### src/hdl/assert_macros.svh
// assertion macros shared by the neighbor context store
`ifndef ASSERT_MACROS_SVH
`define ASSERT_MACROS_SVH

// assertion checked only while out of reset
`define CCN_ASSERT(lbl, clk, rstn, prop, msg) \
    lbl: assert property (@(posedge clk) disable iff (!rstn) prop) else $error(msg);

// assertion checked at every edge, reset included
`define CCN_ASSERT_NR(lbl, clk, prop, msg) \
    lbl: assert property (@(posedge clk) prop) else $error(msg);

`endif

### src/hdl/ccn_pkg.sv
// types and constants of the neighbor context store
package ccn_pkg;

    localparam int MAX_WIDTH_MBS_DEF = 256;
    localparam int PLANES_DEF        = 3;

    localparam int COUNT_W  = 5;
    localparam int ROW_W    = 4 * COUNT_W;
    localparam int WIDTH_W  = 9;
    localparam int CHROMA_W = 2;

    typedef enum logic [1:0] {
        CMD_FETCH   = 2'd0,
        CMD_STORE   = 2'd1,
        CMD_ADVANCE = 2'd2,
        CMD_RESTART = 2'd3
    } ccn_cmd_t;

    typedef enum logic [CHROMA_W-1:0] {
        CHROMA_MONO = 2'd0,
        CHROMA_420  = 2'd1,
        CHROMA_422  = 2'd2,
        CHROMA_444  = 2'd3
    } ccn_chroma_t;

    typedef enum logic {
        REG_CHROMA_FORMAT = 1'b0,
        REG_WIDTH_IN_MBS  = 1'b1
    } ccn_reg_t;

    typedef enum logic {
        ST_IDLE,
        ST_READ
    } ccn_state_t;

    typedef struct packed {
        logic advance;
        logic restart;
    } ccn_pos_ctl_t;

endpackage

### src/hdl/ccn_pos.sv
// macroblock position tracker: column and first-row flag
module ccn_pos
    import ccn_pkg::*;
#(
    parameter int MAX_WIDTH_MBS = MAX_WIDTH_MBS_DEF,
    parameter int COL_W = (MAX_WIDTH_MBS > 1) ? $clog2(MAX_WIDTH_MBS) : 1
)
(
    input  logic               clk,
    input  logic               rst_n,
    input  ccn_pos_ctl_t       ctl,
    input  logic [WIDTH_W-1:0] width_in_mbs,
    output logic [COL_W-1:0]   col,
    output logic               first_row
);

    localparam int EW = (COL_W + 1 > WIDTH_W) ? COL_W + 1 : WIDTH_W;

    logic [COL_W-1:0] col_reg, col_next;
    logic             first_row_reg, first_row_next;
    logic [EW-1:0]    eff_width;
    logic [EW-1:0]    col_inc;

    // width clamped to 1..MAX_WIDTH_MBS
    always_comb
    begin
        if (width_in_mbs == '0)
        begin
            eff_width = EW'(1);
        end
        else if (EW'(width_in_mbs) > EW'(MAX_WIDTH_MBS))
        begin
            eff_width = EW'(MAX_WIDTH_MBS);
        end
        else
        begin
            eff_width = EW'(width_in_mbs);
        end
    end

    assign col_inc = EW'(col_reg) + EW'(1);

    always_comb
    begin
        col_next       = col_reg;
        first_row_next = first_row_reg;
        if (ctl.restart)
        begin
            col_next       = '0;
            first_row_next = 1'b1;
        end
        else if (ctl.advance)
        begin
            if (col_inc >= eff_width)
            begin
                col_next       = '0;
                first_row_next = 1'b0;
            end
            else
            begin
                col_next = col_inc[COL_W-1:0];
            end
        end
    end

    always_ff @(posedge clk or negedge rst_n)
    begin
        if (!rst_n)
        begin
            col_reg       <= '0;
            first_row_reg <= 1'b1;
        end
        else
        begin
            col_reg       <= col_next;
            first_row_reg <= first_row_next;
        end
    end

    assign col       = col_reg;
    assign first_row = first_row_reg;

endmodule

### config.mk
export PLATFORM = sky130hd
export DESIGN_NAME = ccn_pos
export DESIGN_NICKNAME = d
export VERILOG_FILES = /design/src/hdl/assert_macros.svh /design/src/hdl/ccn_pkg.sv /design/src/hdl/ccn_pos.sv
export SDC_FILE = /design/constraint.sdc
export NUM_CORES = 1
export LEC_CHECK = 0
export BUFFER_PORTS_ARGS = -buffer_cell sky130_fd_sc_hd__buf_2
export CAP_MARGIN = 20
export CORE_MARGIN = 5
export CORE_UTILIZATION = 45
export DETAILED_ROUTE_END_ITERATION = 8
export GPL_ROUTABILITY_DRIVEN = 1
export HOLD_SLACK_MARGIN = 0.12
export PLACE_DENSITY_LB_ADDON = 0.2
export SETUP_SLACK_MARGIN = 0.3
export SYNTH_ARGS = -nofsm -noshare
export SYNTH_HDL_FRONTEND = slang
export SYNTH_SLANG_ARGS = --single-unit
### constraint.sdc
create_clock -name clk -period 2.2 [get_ports clk]
set_clock_uncertainty 0.05 [all_clocks]
set_input_delay 0 -clock clk [delete_from_list [all_inputs] [get_ports clk]]
set_output_delay 0 -clock clk [all_outputs]
set_load 0.01 [all_outputs]
* Yosys cells after proc, flatten, opt, wreduce, memory -nomap -nowiden *
Cells that the tools add are included.

storage, ports and cells
  input port bits = 13
  register bits = 9
  output and inout bits = 9

cells by class
  reductions and logical operators = 4
  add/subtract/negate cells = 1
  multiplexer cells = 8
  order comparisons = 2

operators by type and width
  operator                                                        count
  8-bit two-way mux                                               3
  9-bit two-way mux                                               2
  8-bit by 1-bit adder with 9-bit output (second input constant)  1
  9-bit >= comparator                                             1
  9-bit greater-than comparator (second input constant)           1
  9-bit logical NOT                                               1
  2-bit nonzero test                                              2
  1-bit two-way mux                                               3
  2-bit AND reduction                                             1

* Depth between registers and ports, before layout *
Gate-level depths: netlist (run 1).

  depth after elaboration = 7
  mapped depth = 10
  mapped depth without buffers = 9

* Worst setup path after synthesis (run 1) *
Ideal clock, no wire load.

  kind = reg2reg
  from = register col_reg[0], in the netlist col[0]
  to = register col_reg[2], in the netlist col[2]
  path slack = -0.266 ns
  period minus slack after synthesis = 2.466 ns
  cell stages (with the launch flop) = 11
  arrival time = 2.352 ns
  library setup time = 0.064 ns
  required time = 2.086 ns
  path through = dfrtp_1 ha_1 nand3_4 xnor2_1 ha_1 a211oi_1 o21ai_0 a211o_2 clkbuf_8 nor4b_2 a21o_1

on the way
  word-level cells in the longest chain between the ends = 5

ends and longest elaborated chain
  what                                      line           RTL
  start: declaration                        ccn_pos.sv:19  logic [COL_W-1:0] col_reg, col_next;
  start signal: assignment                  ccn_pos.sv:75  col_reg <= col_next;
  8-bit by 1-bit adder with 9-bit output *  ccn_pos.sv:41  assign col_inc = EW'(col_reg) + EW'(1);
  9-bit >= comparator                       ccn_pos.sv:54  if (col_inc >= eff_width)
  8-bit two-way mux *                       ccn_pos.sv:54
  8-bit two-way mux *                       ccn_pos.sv:52  else if (ctl.advance)
  8-bit two-way mux *                       ccn_pos.sv:47  if (ctl.restart)

Every way passes the cells marked *; elsewhere a longest branch is shown, timed or not. The select of a mux whose other input is x is not followed.
A chain may end at the register's enable or synchronous reset.

* Worst setup path after layout (run 1) *
  from = register col_reg[0], in the netlist col[0]
  to = register col_reg[0], in the netlist col[0]

Same word-level chain as after synthesis.

==> summary.md, run 1 <==
| Metric | Value |
|---|---|
| Vias in the first global route | 782 |
| Post-Route WL | 2180 um |
| Initial core utilization | 46.3% |
| GRT Total Usage | 17.2% |
| Failing checks | negative setup slack |
| CTS tree | yes |
| Sequential cell area fraction in the yosys report | 29.0% |
| Hpwl dp | 1490 um |
| Num rows | 15 |
| Period utilisation layout | 104% |
| I/O pin count | 22 |
| Worst skew pair latency | 0.26 ns |
| Area grow syn2layout | 43.0% |
| Worst-path clk slew | 0.06 ns |
| CP max FO | 5 |
| Layout cell share with drive strength beyond 1 | 43.9% |
| Max Cap Viol | 0 |
| Antenna violations before repair | 0 |
| Worst vdd ir | 0.391 mV |
| Syn_nets | 113 |
| RD Place Congestion | 0.806 |
| Min Clock Period, post-route | 2.29 ns |
| Critical Path AT | 2.44 ns |
| Distinct cell type count after synthesis | 28 |
| Crit end category | flip-flop |
| Final setup margin | -0.0926 ns |
| CTS buffer count | 3 |
| Final Util | 66.2% |
| P per Cell Area | 445 nW/um^2 |
| Nets | 156 |
| CP required | 2.35 ns |
| Vias/cell | 5.60 |
| Drt drc | 0 |
| Total gr overflow | 0 |
| Routed wire per std cell | 14.6 um |
| Fillers | 153 |
| Syn Area/Cell | 8.69 um^2 |
| Min-Delay Path Class | in -> async |
| Register area | 233 um^2 |
| Die Footprint | 2670 um^2 |
| Starting DRT DRC Count | 20 |
| H-tree Lvls | 1 |
| Peak Freq | 436 MHz |
| Chip width | 51.7 um |
| RSZ-0062 raised after global routing | true |
| Count of final setup violators | 6 |
| Area of the multi-input gates | 584 um^2 |
| WHS | 0.166 ns |
| Status | finished with violations |
| Port Buffers | 21 |
| Crit path kind | reg -> reg |
| Antenna Violating Nets Remaining | 0 |
| CTS Buffer Depth | 2 |
| Root buf cell | clkbuf_4 |
| Static leakage | 0.000571 uW |
| Max reg flops | 8 |
| Commonest non-fill, non-tap cell in the layout | buf_2 |
| Most frequent cells in the layout | buf_2 (21), nand2_1 (17), buf_4 (14), ha_1 (9), o21ai_1 (7) |
| Relative slew margins | 50.9% |
| #FFs+latches synth | 9 |
| Final hold vios | 0 |
| Global-route wire length before repair | 3370 um |
| Clk sinks | 9 |
| Core area | 1690 um^2 |
| N_diodes | 0 |
| Largest net degree at the start of global routing | 12 |
| CP Launch Type | flip-flop |
| Synth Instances | 90 |
| Vias | 834 |
| Synth Cell Area | 782 um^2 |
| Worst-margin pin slew | 0.734 ns |
| Synth warn | 0 |
| First-pass iteration count of the detailed router | 4 |
| Max Slew Vio Count | 0 |
| Die Span Y | 51.7 um |
[per-layer routing]
metal	track usage, %	vias up	routed length (um)
met3	5.16	6	126
met2	29.7	25	1110
met5	0	-	0
li1	-	412	-
met1	20.8	391	897
met4	3.93	0	49
[area by class of cell]
cell class	count	share of cell area, %
Clock buffer	4	2.35
Inverter	1	0.336
Multi-Input combinational cell	79	52.2
Sequential cell	9	20.8
Tap cell	17	1.90
Timing Repair Buffer	39	22.4
[report_power, final]
| group | switching [uW] | internal, uW | leakage (uW) |
|---|---|---|---|
| Sequential | 11.3 | 179 | 0.000113 |
| Clock | 59.5 | 70.0 | 0.0000150 |
| Combinational | 92.6 | 85.3 | 0.000443 |
| Total | 163 | 334 | 0.000571 |
[cell usage after synthesis]
cell type	instances	area share, %
nor4b_2	1	1.9
a21oi_1	5	3.2
xor2_1	2	2.2
nor2b_1	1	0.80
ha_1	10	16
o21ai_1	2	1.3
clkinv_1	1	0.48
o21ai_0	9	5.8
nand3_4	1	2.2
nand3_1	2	1.3
a211oi_1	1	0.96
dfrtp_1	8	26
dfstp_2	1	3.4
nor4_1	1	0.80
clkbuf_8	2	3.5
o22ai_1	1	0.80
and3_1	1	0.80
nand4_1	1	0.80
nand3_2	1	1.3
or3_1	2	1.6
and3_2	1	0.96
a21o_1	5	4.8
a211o_2	1	1.3
xnor2_1	4	4.5
nor3_1	2	1.3
and3_4	1	1.4
nand2_1	17	8.2
nor2_1	6	2.9
[cells by family after synthesis]
group	after synthesis	share of synthesized area, %
XOR/XNOR	6	6.72
AND/OR/NAND/NOR	38	26.2
adder cells (fa/ha/maj)	10	16.0
flip-flops	9	29.0
AO/OA/AOI/OAI	24	18.1
buffers and inverters	3	4.00
[worst max-delay path, stage by stage (launching register included)]
cell	delay (ns)
dfrtp_2	0.41
ha_4	0.18
nand3_1	0.13
xnor2_2	0.16
ha_1	0.32
a21oi_1	0.16
nor2_1	0.08
a211o_2	0.38
buf_4	0.16
nor3_2	0.10
a21o_1	0.10
[metrics by stage]
step / setup TNS [ns] / instance area, um^2 / setup slack [ns] / std cells / power (uW)
floorplan: -0.0917 / 815 / -0.0917 / 90 / 285
global placement: -0.0599 / 988 / -0.0599 / 136 / 342
CTS: -0.117 / 1080 / -0.0695 / 146 / 492
detailed placement: -0.0833 / 988 / -0.0833 / 136 / 345
finish: -0.321 / 1120 / -0.0926 / 149 / 497
global route: -1.16 / 1120 / -0.195 / 149 / 533
[final timing paths]
path,slack [ns],start,endpoint,depth (start not counted)
worst max-delay path,-0.09,col[0]$_DFFE_PN0P_,col[0]$_DFFE_PN0P_,10
worst min-delay path,0.17,rst_n,first_row$_DFFE_PN1P_,2
worst max register to register,-0.09,col[0]$_DFFE_PN0P_,col[0]$_DFFE_PN0P_,10
worst min register to register,0.46,first_row$_DFFE_PN1P_,first_row$_DFFE_PN1P_,1
max in group asynchronous,1.10,rst_n,col[1]$_DFFE_PN0P_,3
min in group clk,0.46,first_row$_DFFE_PN1P_,first_row$_DFFE_PN1P_,1
[timing repair]
action                                  CTS  global route
gates cloned                              1             0
hold buffers                              4             0
resized for setup                         3             5
setup buffers                             1             3
endpoints found under the setup margin    9             9
endpoints found under the hold margin    14             0
pin swaps                                 1             1
Note: power is estimated with default switching activity, not from simulation.
==> run 2: changes to the inputs <==
--- a/config.mk
+++ b/config.mk
@@ -9,6 +9,7 @@
 export CAP_MARGIN = 20
 export CORE_MARGIN = 5
 export CORE_UTILIZATION = 45
+export CTS_BUF_LIST = sky130_fd_sc_hd__clkbuf_16
 export DETAILED_ROUTE_END_ITERATION = 8
 export GPL_ROUTABILITY_DRIVEN = 1
 export HOLD_SLACK_MARGIN = 0.12
==> run 2 against run 1 <==
  * The flow still finishes with violations (negative setup slack)
  * Final cell count shrank 0.67%
  * Sequential power about the same
  * Hold slack improved by 0.032 ns
  * Utilization is 2.4 points higher
  * Maximum frequency up 2.3%
  * Clock power is 140% higher
  * Critical endpoint is now col[2]$_DFFE_PN0P_
  * Largest power group is now the clock network
==> summary.md, run 2 (synthesis results as in run 1) <==
| Metric | Value |
|---|---|
| Status | finished with violations |
| Failing checks | negative setup slack |
| CTS Buffer Depth | 2 |
| Clk sinks | 9 |
| Peak Freq | 446 MHz |
| Drt drc | 0 |
| Most frequent cells in the layout | buf_2 (21), nand2_1 (17), buf_4 (13), ha_1 (9), o21ai_1 (8) |
| Period utilisation layout | 102% |
| CTS tree | yes |
| Clk network pwr share | 46.2% |
| Fillers | 141 |
| Crit end category | flip-flop |
| Largest net degree at the start of global routing | 12 |
| Max reg flops | 8 |
| Static leakage | 0.000593 uW |
| Root buf cell | clkbuf_16 |
| Die Footprint | 2670 um^2 |
| Finished Cell Area | 1160 um^2 |
| CP Launch Type | flip-flop |
| Starting DRT DRC Count | 9 |
| Max Cap Viol | 0 |
| First-pass iteration count of the detailed router | 2 |
| Int Pwr | 500 uW |
| Final setup margin | -0.0404 ns |
| Tot Pwr | 676 uW |
| Worst vdd ir | 0.712 mV |
| Worst-path clk slew | 0.04 ns |
| Post-Route WL | 2060 um |
| Die Span Y | 51.7 um |
| RSZ-0062 raised after global routing | true |
| Final setup TNS | -0.0750 ns |
| Worst skew pair latency | 0.23 ns |
| Chip width | 51.7 um |
| Final hold vios | 0 |
| Crit path kind | reg -> reg |
| Relative slew margins | 51.1% |
| Vias | 807 |
| Gate power share | 25.5% |
| Vias in the first global route | 777 |
| GRT Total Usage | 17.5% |
| Commonest non-fill, non-tap cell in the layout | buf_2 |
| H-tree Lvls | 1 |
| WHS | 0.198 ns |
| Max Slew Vio Count | 0 |
| Antenna violations before repair | 0 |
| I/O pin count | 22 |
| Finished Layout Cells | 148 |
| Register area | 233 um^2 |
| Count of final setup violators | 3 |
| Layout cell share with drive strength beyond 1 | 42.7% |
| Area of the multi-input gates | 581 um^2 |
| Inst Count DP | 136 |
| Cell Area, Placed | 988 um^2 |
| Vias/cell | 5.45 |
| Total gr overflow | 0 |
| CP required | 2.32 ns |
| P per Cell Area | 583 nW/um^2 |
| Port Buffers | 21 |
| Seq pwr share | 28.2% |
| Num rows | 15 |
| Min-Delay Path Class | in -> async |
| Area grow syn2layout | 48.3% |
| Critical Path AT | 2.36 ns |
| Initial core utilization | 46.3% |
| N_diodes | 0 |
| CTS buffer count | 3 |
| Reg2reg end | col[2]$_DFFE_PN0P_ |
| Global-route wire length before repair | 3430 um |
| Antenna Violating Nets Remaining | 0 |
| Nets | 155 |
| RD Place Congestion | 0.806 |
| Reg2reg path depth | 9 |
| Register-to-register setup slack | -0.04 ns |
| Min Clock Period, post-route | 2.24 ns |
| Sw Share | 26.1% |
| CP max FO | 5 |
| Core area | 1690 um^2 |
| Worst-margin pin slew | 0.731 ns |
| R2R Path Start | col[0]$_DFFE_PN0P_ |
| Hpwl dp | 1490 um |
| Switch Pwr | 176 uW |
| Routed wire per std cell | 13.9 um |
==> run 2: changes by cell type in the layout (fill, tap and decap cells not counted) <==
| cell | before | now |
|---|---|---|
| clkbuf_4 | 3 | 0 |
| o21ai_1 | 7 | 8 |
| o21ai_0 | 4 | 3 |
| buf_4 | 14 | 13 |
| clkbuf_16 | 0 | 3 |
| inv_1 | 0 | 1 |
| a21oi_2 | 2 | 1 |
| clkbuf_1 | 1 | 0 |
| a21oi_1 | 3 | 4 |
==> run 2: layout make-up <==
cell class	instances	area share, %
tap	17	1.83
inverter	1	0.324
sequential	9	20.1
clock buffer	3	6.47
clock inverter	1	0.324
multi-input combinational	79	50.1
timing repair buffer	38	20.9
==> run 2: worst max path at each step <==
stage,from,end
after floorplan,col[4]$_DFFE_PN0P_,col[2]$_DFFE_PN0P_
after global placement,col[4]$_DFFE_PN0P_,col[2]$_DFFE_PN0P_
after detailed placement,col[1]$_DFFE_PN0P_,col[2]$_DFFE_PN0P_
after CTS,col[1]$_DFFE_PN0P_,col[2]$_DFFE_PN0P_
after global routing,col[0]$_DFFE_PN0P_,col[2]$_DFFE_PN0P_
final,col[0]$_DFFE_PN0P_,col[2]$_DFFE_PN0P_
==> run 2: what timing repair did <==
item | 4_1_cts | 5_1_grt
endpoints found under the hold margin | 11 | 0
gates cloned | 1 | 0
hold buffers | 4 | 0
buffers inserted | 2 | 1
endpoints found under the setup margin | 9 | 9
pin swaps | 4 | 1
resized for setup | 4 | 4
==> run 2: routing by layer <==
metal	global-route usage, %	wire length (um)	share of wire (%)	vias up
met2	29.2	1010	49	10
met1	21.6	949	46	382
li1	-	-	-	411
met4	3.93	21	1.0	0
met5	0	0	0	-
met3	6.02	85	4.1	4
==> run 2: critical path: stages (launching register included) <==
cell	delay, ns
dfrtp_2	0.40
ha_4	0.18
nand3_1	0.13
xnor2_2	0.16
ha_1	0.31
a21oi_1	0.15
nor2_1	0.07
a211o_2	0.37
nor4b_2	0.24
a21o_1	0.11
==> run 2: power groups by stage <==
stage / clock, uW / sequential (uW) / combinational [uW]
after floorplan: 0 / 205 / 79.6
after global placement: 0 / 191 / 151
after CTS: 320 / 191 / 170
after detailed placement: 0 / 193 / 152
after global routing: 336 / 192 / 193
final: 312 / 191 / 173
==> run 2: metrics by stage <==
stage	worst slack (ns)	util, %
floorplan	-0.0917	-
global placement	-0.0599	58.5
detailed placement	-0.0833	58.5
CTS	-0.0479	67.4
global route	-0.168	68.7
finish	-0.0404	68.7
